## config.mk

```make
export PLATFORM = sky130hd
export DESIGN_NAME = source_threat_score_table_top
export DESIGN_NICKNAME = d
export VERILOG_FILES = /design/src/hw/rtl/stst_pkg.sv /design/src/hw/rtl/source_threat_score_table_top.sv /design/src/hw/rtl/stst_cell.sv /design/src/hw/rtl/stst_update.sv
export SDC_FILE = /design/constraint.sdc
export NUM_CORES = 2
export LEC_CHECK = 0
export BUFFER_PORTS_ARGS = -buffer_cell sky130_fd_sc_hd__buf_2
export CAP_MARGIN = 10
export CORE_ASPECT_RATIO = 0.5
export CORE_UTILIZATION = 51
export CTS_CLUSTER_SIZE = 8
export DETAILED_ROUTE_END_ITERATION = 12
export HOLD_SLACK_MARGIN = 0.03
export PLACE_DENSITY = 0.66
export SYNTH_ARGS = -nofsm -noshare
export SYNTH_HDL_FRONTEND = slang
export SYNTH_SLANG_ARGS = --single-unit
```

## constraint.sdc

```tcl
create_clock -name clk -period 225.6 [get_ports clk]
set_clock_uncertainty 0.2 [all_clocks]
set_input_delay 11.28 -clock clk [delete_from_list [all_inputs] [get_ports clk]]
set_output_delay 11.28 -clock clk [all_outputs]
set_load 0.05 [all_outputs]
```

## src/hw/rtl/stst_pkg.sv

```systemverilog
package stst_pkg;

  localparam int TABLE_ENTRIES = 64;
  localparam int IDX_W = $clog2(TABLE_ENTRIES);

  typedef enum logic [2:0] {
    KIND_CHECK     = 3'd0,
    KIND_VIOLATION = 3'd1,
    KIND_DECAY     = 3'd2,
    KIND_UNBAN     = 3'd3,
    KIND_WHITELIST = 3'd4
  } kind_t;

  typedef enum logic [2:0] {
    CFG_THREAT = 3'd0,
    CFG_ATTACK = 3'd1,
    CFG_PERM   = 3'd2,
    CFG_MAXTB  = 3'd3,
    CFG_SHORT  = 3'd4,
    CFG_LONG   = 3'd5
  } cfg_idx_t;

  typedef enum logic [1:0] {
    ST_ALLOWED     = 2'd0,
    ST_BLOCKED     = 2'd1,
    ST_WHITELISTED = 2'd2
  } ip_status_t;

  typedef struct packed {
    logic        valid;
    logic [31:0] address;
    logic        whitelisted;
    logic        permanent;
    logic        temp_present;
    logic [31:0] ban_until;
    logic [15:0] score;
    logic [7:0]  ban_count;
    logic [31:0] connections;
  } entry_t;

  typedef struct packed {
    logic [15:0] threat;
    logic [15:0] attack;
    logic [15:0] perm;
    logic [7:0]  max_tb;
    logic [23:0] short_s;
    logic [23:0] long_s;
  } cfg_t;

  typedef struct packed {
    logic [2:0]  kind;
    logic [31:0] ip;
    logic [3:0]  vtype;
    logic [31:0] now;
  } item_t;

  typedef struct packed {
    logic [1:0]  ip_status;
    logic [15:0] score_now;
    logic [7:0]  ban_count_now;
    logic        is_permanent;
    logic        is_temp_banned;
    logic        new_permanent;
    logic        new_temp_ban;
    logic        table_full;
  } result_t;

  function automatic logic [7:0] kind_score(input logic [3:0] v);
    case (v)
      4'd0: return 8'd10;
      4'd1: return 8'd5;
      4'd2: return 8'd20;
      4'd3: return 8'd50;
      4'd4: return 8'd30;
      4'd5: return 8'd15;
      4'd6: return 8'd10;
      4'd7: return 8'd100;
      default: return 8'd5;
    endcase
  endfunction

  function automatic logic [31:0] ban_end(input logic [31:0] now, input logic [23:0] dur);
    logic [32:0] s;
    s = {1'b0, now} + {9'd0, dur};
    return s[32] ? 32'hFFFF_FFFF : s[31:0];
  endfunction

endpackage

```

## src/hw/rtl/source_threat_score_table_top.sv

```systemverilog
// Source threat score table.
// Input channel s_axis: one word per item: kind, address, violation type, time.
// Output channel m_axis: exactly one result word per item, in order.
// Configuration channel cfg: register index and data, taken any cycle; write it
// only while no item is in flight.
// Entries sit in a ring of TABLE_ENTRIES cells that rotates one step a cycle
// while an item is busy. A scan turns the ring once around, decaying each
// entry as it passes cell 0 on a decay item. The ring then turns on until the
// matched or free entry is back at the head and takes the updated entry there.
// A decay item or a miss on a full table is done as soon as the scan ends.
// The next item is taken the cycle after the result moves to the output register,
// even while that result is still waiting on m_axis_tready.
// During a stall the result holds, and s_axis_tready stays low once a second
// result is ready.
// Reset clears all entries and restores default register values at once.
module source_threat_score_table_top (
  input  logic        clk,
  input  logic        rst,
  input  logic        s_axis_tvalid,
  output logic        s_axis_tready,
  input  logic [79:0] s_axis_tdata, // kind[2:0], ip_address[34:3], violation_type[38:35],
                                    // now_seconds[70:39], zero pad
  output logic        m_axis_tvalid,
  input  logic        m_axis_tready,
  output logic [31:0] m_axis_tdata, // ip_status[1:0], score_now[17:2], ban_count_now[25:18],
                                    // is_permanent[26], is_temp_banned[27],
                                    // new_permanent[28], new_temp_ban[29], table_full[30], pad
  input  logic        cfg_valid,
  output logic        cfg_ready,
  input  logic [2:0]  cfg_index,
  input  logic [23:0] cfg_data
);
  import stst_pkg::*;

  typedef enum logic [2:0] {
    S_IDLE = 3'b001,
    S_SCAN = 3'b010,
    S_DONE = 3'b100
  } state_t;

  state_t state;
  cfg_t cfg;
  item_t item;
  entry_t ring [TABLE_ENTRIES];
  entry_t cell_din [TABLE_ENTRIES];
  entry_t ring_in;
  entry_t hit;
  entry_t upd;
  entry_t head;
  logic [IDX_W:0] cnt;
  logic found, free_seen, write_en, shift;
  logic is_match, is_free;
  logic at_target, decay_on;
  logic [IDX_W-1:0] hit_pos;
  logic [IDX_W-1:0] free_pos;
  result_t res;
  result_t res_q;
  logic res_pend;

  assign cfg_ready = 1'b1;
  assign s_axis_tready = (state == S_IDLE) && !res_pend;
  assign shift = (state != S_IDLE);

  always_ff @(posedge clk) begin
    if (rst) begin
      cfg.threat <= 16'd30;
      cfg.attack <= 16'd60;
      cfg.perm <= 16'd100;
      cfg.max_tb <= 8'd3;
      cfg.short_s <= 24'd3600;
      cfg.long_s <= 24'd86400;
    end else if (cfg_valid) begin
      unique case (cfg_index)
        CFG_THREAT: cfg.threat <= cfg_data[15:0];
        CFG_ATTACK: cfg.attack <= cfg_data[15:0];
        CFG_PERM:   cfg.perm <= cfg_data[15:0];
        CFG_MAXTB:  cfg.max_tb <= cfg_data[7:0];
        CFG_SHORT:  cfg.short_s <= cfg_data;
        CFG_LONG:   cfg.long_s <= cfg_data;
        default: ;
      endcase
    end
  end

  // cell 0 receives the last cell; the head cell of the ring is ring[TABLE_ENTRIES-1]
  assign head = ring[TABLE_ENTRIES-1];
  assign is_match = head.valid && head.address == item.ip;
  assign is_free = !head.valid;
  assign at_target = (state == S_DONE) && (cnt[IDX_W-1:0] == (found ? hit_pos : free_pos));
  assign decay_on = (state == S_SCAN) && (item.kind == KIND_DECAY);

  always_comb begin
    ring_in = head;
    if (at_target && write_en) ring_in = upd;
  end

  genvar g;
  generate
    for (g = 0; g < TABLE_ENTRIES; g++) begin : g_cell
      if (g == 0) begin : g_first
        assign cell_din[g] = ring_in;
      end else begin : g_next
        assign cell_din[g] = ring[g-1];
      end
      stst_cell u_cell (
        .clk(clk), .rst(rst), .shift(shift),
        .decay(g == 0 ? decay_on : 1'b0),
        .now(item.now),
        .din(cell_din[g]),
        .dout(ring[g])
      );
    end
  endgenerate

  always_ff @(posedge clk) begin
    if (rst) begin
      state <= S_IDLE;
      cnt <= '0;
      res_pend <= 1'b0;
      m_axis_tvalid <= 1'b0;
      found <= 1'b0;
      free_seen <= 1'b0;
    end else begin
      if (res_pend && (!m_axis_tvalid || m_axis_tready)) begin
        m_axis_tvalid <= 1'b1;
        m_axis_tdata <= {1'b0, res_q.table_full, res_q.new_temp_ban, res_q.new_permanent,
                         res_q.is_temp_banned, res_q.is_permanent, res_q.ban_count_now,
                         res_q.score_now, res_q.ip_status};
        res_pend <= 1'b0;
      end else if (m_axis_tready) begin
        m_axis_tvalid <= 1'b0;
      end
      unique case (state)
        S_IDLE: if (s_axis_tvalid && s_axis_tready) begin
          item.kind <= s_axis_tdata[2:0];
          item.ip <= s_axis_tdata[34:3];
          item.vtype <= s_axis_tdata[38:35];
          item.now <= s_axis_tdata[70:39];
          state <= S_SCAN;
          cnt <= '0;
          found <= 1'b0;
          free_seen <= 1'b0;
        end
        S_SCAN: begin
          if (is_match && !found) begin
            found <= 1'b1;
            hit <= head;
            hit_pos <= cnt[IDX_W-1:0];
          end else if (is_free && !free_seen) begin
            free_seen <= 1'b1;
            free_pos <= cnt[IDX_W-1:0];
          end
          cnt <= cnt + 1'b1;
          if (cnt == (IDX_W+1)'(TABLE_ENTRIES - 1)) begin
            state <= S_DONE;
            cnt <= '0;
          end
        end
        S_DONE: begin
          if (cnt == '0 && !found && free_seen) hit <= '0;
          cnt <= cnt + 1'b1;
          if (at_target || (!found && !free_seen) || item.kind == KIND_DECAY) begin
            state <= S_IDLE;
            res_q <= item.kind == KIND_DECAY ? '0 : res;
            res_pend <= 1'b1;
          end
        end
        default: state <= S_IDLE;
      endcase
    end
  end

  stst_update u_update (
    .item(item), .cfg(cfg), .found(found), .free_seen(free_seen),
    .cur(found ? hit : '0), .upd(upd), .write_en(write_en), .res(res)
  );

  a_one_state: assert property (@(posedge clk) disable iff (rst) $onehot(state))
    else $error("state not one-hot");
  a_no_accept_busy: assert property (@(posedge clk) disable iff (rst)
    (state != S_IDLE) |-> !s_axis_tready) else $error("accept while busy");
  a_out_hold: assert property (@(posedge clk) disable iff (rst)
    (m_axis_tvalid && !m_axis_tready) |=> m_axis_tvalid) else $error("result lost");
endmodule

```

## src/hw/rtl/stst_cell.sv

```systemverilog
module stst_cell (
  input  logic            clk,
  input  logic            rst,
  input  logic            shift,
  input  logic            decay,
  input  logic [31:0]     now,
  input  stst_pkg::entry_t din,
  output stst_pkg::entry_t dout
);
  import stst_pkg::*;

  entry_t e;
  entry_t e_next;
  logic [38:0] quot;

  always_comb begin
    e_next = din;
    quot = 39'(din.score) * 39'd7549749;
    if (decay && din.valid) begin
      e_next.score = quot[38:23];
      if (din.temp_present && now >= din.ban_until) e_next.temp_present = 1'b0;
    end
  end

  always_ff @(posedge clk) begin
    if (rst) begin
      e.valid <= 1'b0;
      e.whitelisted <= 1'b0;
      e.permanent <= 1'b0;
      e.temp_present <= 1'b0;
    end else if (shift) begin
      e.valid <= e_next.valid;
      e.whitelisted <= e_next.whitelisted;
      e.permanent <= e_next.permanent;
      e.temp_present <= e_next.temp_present;
    end
    if (shift) begin
      e.address <= e_next.address;
      e.ban_until <= e_next.ban_until;
      e.score <= e_next.score;
      e.ban_count <= e_next.ban_count;
      e.connections <= e_next.connections;
    end
  end

  assign dout = e;
endmodule

```

## src/hw/rtl/stst_update.sv

```systemverilog
module stst_update (
  input  stst_pkg::item_t   item,
  input  stst_pkg::cfg_t    cfg,
  input  logic              found,
  input  logic              free_seen,
  input  stst_pkg::entry_t  cur,
  output stst_pkg::entry_t  upd,
  output logic              write_en,
  output stst_pkg::result_t res
);
  import stst_pkg::*;

  entry_t e;
  logic [16:0] s;
  logic [15:0] sc;
  logic ok;

  always_comb begin
    res = '0;
    write_en = 1'b0;
    e = cur;
    s = '0;
    sc = '0;
    ok = found || free_seen;
    if (!found) begin
      e = '0;
      e.valid = 1'b1;
      e.address = item.ip;
    end
    case (item.kind)
      KIND_CHECK: begin
        if (found && cur.whitelisted) res.ip_status = ST_WHITELISTED;
        else if (found && cur.permanent) res.ip_status = ST_BLOCKED;
        else if (found && cur.temp_present && item.now < cur.ban_until)
          res.ip_status = ST_BLOCKED;
        else if (!ok) res.table_full = 1'b1;
        else begin
          e.temp_present = 1'b0;
          e.connections = e.connections + 32'd1;
          write_en = 1'b1;
        end
      end
      KIND_VIOLATION: begin
        if (!ok) res.table_full = 1'b1;
        else begin
          write_en = 1'b1;
          s = {1'b0, e.score} + {9'd0, kind_score(item.vtype)};
          sc = s[16] ? 16'hFFFF : s[15:0];
          e.score = sc;
          if (sc >= cfg.perm) begin
            if (!e.permanent) begin
              e.permanent = 1'b1;
              res.new_permanent = 1'b1;
            end
          end else begin
            if ((sc >= cfg.attack || sc >= cfg.threat) && !e.temp_present) begin
              e.temp_present = 1'b1;
              e.ban_until = ban_end(item.now,
                                    (sc >= cfg.attack) ? cfg.long_s : cfg.short_s);
              if (e.ban_count != 8'hFF) e.ban_count = e.ban_count + 8'd1;
              res.new_temp_ban = 1'b1;
            end
            if (e.ban_count >= cfg.max_tb && !e.permanent) begin
              e.permanent = 1'b1;
              res.new_permanent = 1'b1;
            end
          end
        end
      end
      KIND_UNBAN: begin
        if (found) begin
          write_en = 1'b1;
          e.permanent = 1'b0;
          e.temp_present = 1'b0;
          e.score = '0;
          e.ban_count = '0;
        end
      end
      KIND_WHITELIST: begin
        if (!ok) res.table_full = 1'b1;
        else begin
          write_en = 1'b1;
          e.whitelisted = 1'b1;
        end
      end
      default: ;
    endcase
    if (item.kind inside {KIND_CHECK, KIND_VIOLATION, KIND_UNBAN, KIND_WHITELIST} &&
        !res.table_full && (found || write_en)) begin
      res.score_now = e.score;
      res.ban_count_now = e.ban_count;
      res.is_permanent = e.permanent;
      res.is_temp_banned = e.temp_present;
    end
    upd = e;
  end
endmodule

```

==> results.cfg <==
[clock_tree]
insertion_delay_ps = 990
cts_max_path_buffers = 4
post-cts-setup-buffers = 0
cts.sinks = 6250
h-tree-depth = 6
cts_tree = built
clkTransAtPathRegs_ps = 60
cts_buffers = 856
ctsRootBufferMaster = clkbuf_16
ctsHoldBuffers = 0
cts_resized = 0

[setup_path]
path_max_fanout = 81
critPathTopFamily = simple AND/OR/NAND/NOR gates
worstSetupPathType = reg -> out
cp_data_arrival_time_ps = 3110
path_cells = nor2_1, and2_4, inv_8, nor2_1, buf_2
start_kind = flip-flop
crit_path_start = state[2]
worst-path-buf-inv = 2
required_ps = 214120
path_common_cell = nor2_1
rrSetupSlack_ps = 212290
endpoint_kind = output pin
slowest_delay_ps = 570
r2r_start = found
critical-path-slowest-cell = and2_4

[timing]
finalMaxSlewViolations = 0
rsz0062_at_grt = false
whs_ps = 141.3
min_period_over_period = 0.06468
fin_setup_tns_ps = 0
worstMarginPinSlew_ps = 1315
fin_crit_ps = 14590
max_slew_margin = 0.1144
worst_slack_ps = 211010
hold_viol_final = 0
max_freq_mhz = 68.53
finalSetupViolations = 0

[routing]
drt-met1-wl_mm = 153.9
via_count = 82780
wl_met3_mm = 15.80
wirelength_mm = 317.2
viasPerCell = 5.155
drt-wirelength-per-cell_um = 19.75
dr.pass1.iters = 5
drc = 0
drtIter0Drc = 7691
ant_nets = 0
routed.top_layer = met5
wl_met2_mm = 136.7

[layout]
fillers = 27680
seqCellArea_um2 = 183900
syn2layout_area_growth_pct = 15.01
final_layout_size_suffix_gt1_frac = 0.1144
multi_input_area_um2 = 19230
final_cell_area_um2 = 235600
fin_nets = 11030

[global_routing]
antenna_found_initial = 25
grt_max_degree = 215
overflow = 0
grt_pass1_vias = 82440
grt_use_total = 0.1568
grt_first_pass_wirelength_mm = 492.0

[min_path]
worstHoldPathType = reg -> reg
min_from = g_cell[54].u_cell.dout[42]

[synth]
synth_fp_nets = 10130
synthTopCellsByArea = edfxtp_1 86%, dfxtp_1 3.7%, ha_1 1.8%
ys_async_sr_fraction = 0
ys_seq_area_frac = 0.8977
yosys.area.top_type_share = 0.8604
synth_edf_count = 5869
ys_seq_elements = 6250
synth_most_common_cell = edfxtp_1
synth_top_area_cell = edfxtp_1
synth_area_um2 = 204800
syn_avg_cell_area_um2 = 21.31
synthFlopType = edfxtp_1
yosysWarnings = 0
ys_types = 85
synth_common_cells = 5,869 x edfxtp_1, 913 x nand2_1, 479 x a21oi_1
synth_cells = 9612

[die]
die_x_um = 898.2
core-area_um2 = 399500
chipHeight_um = 450.1
io_pins = 147
start_util = 0.5127
die-area_um2 = 404300
placementRows = 164

[placement]
hpwl_mm = 168.8
placed_area_um2 = 212300
dpl_worst_slack_ps = 210860
numPortBuffers = 135
place_congestion = 0.8434

[outcome]
status = complete, no violations

[run]
maxCapViolCount = 0
cell families (layout without fill, tap and decap cells):
family                   count (synthesis)  in the layout  synth area share
AO/OA/AOI/OAI                          897            897           0.02572
XOR/XNOR                               100            100          0.004380
flip-flops                            6250           6250            0.8977
multiplexers                            88             88          0.004526
adder cells (fa/ha/maj)                410            410           0.02915
buffers and inverters                  465           1589          0.008686
AND/OR/NAND/NOR                       1400           1400           0.02985
other                                    2             10        0.00003666
layout make-up:
class	count	share of cell area
multi-input cells	2897	0.08165
repair buffers	241	0.006830
clock buffers	1046	0.09513
diodes	8	0.00008498
flip-flops and latches	6250	0.7805
well taps	5312	0.02821
inverters	261	0.004191
clock inverters	41	0.003389
stage by stage:
step / util / cells
after floorplan: - / 9612
after global placement: 0.5313 / 14960
after detailed placement: 0.5313 / 14960
after CTS: 0.5894 / 16050
after global routing: 0.5896 / 16050
final: 0.5897 / 16060
sequential cells by signal (all words and copies together), names as in the netlist, 3 cells and up, named ones only:
signal,flops
state,3
res_q,31
cnt,7
free_pos,6
hit_pos,6
g_cell.u_cell.dout,5888
cfg,104
m_axis_tdata,31
item,71
hit,92
worst register-to-register path, delay by kind of cell, from the launching register on:
| kind | cells | cell delay, ps |
|---|---|---|
| AOI/OAI and AO/OA | 27 | 7460 |
| xor gates and xnor gates | 1 | 110 |
| adders and majority gates | 5 | 1310 |
| buffers and inverters | 3 | 1130 |
| DFF | 1 | 650 |
| muxes | 1 | 390 |
| and+or+nand+nor | 8 | 1930 |
layout by cell type, fill, tap and decap left out, drive strengths merged, types with 112 or more instances in the layout:
cell type	instances
inv	278
ha	298
o21ai	160
and2	115
a21oi	480
nor2	135
buf	240
dfxtp	381
clkbuf	1047
fa	112
edfxtp	5869
nand2	913
worst paths after layout:
| path | end | cells past startpoint |
|---|---|---|
| worst max register to register | g_cell[0].u_cell.dout[88] | 45 |
| worst max-delay path | s_axis_tready | 5 |
| worst min register to register | g_cell[55].u_cell.dout[42] | 0 |
| worst min-delay path | g_cell[55].u_cell.dout[42] | 0 |
per-layer routing:
metal,vias to the layer above,global-route usage
met5,-,0
met4,2,0.05883
met3,638,0.03075
met2,1988,0.2216
met1,41800,0.2442
li1,38350,-
Power is left out: the tool's default activity adds up to more than one toggle a clock period on the data nets, which glitch-free logic cannot reach.
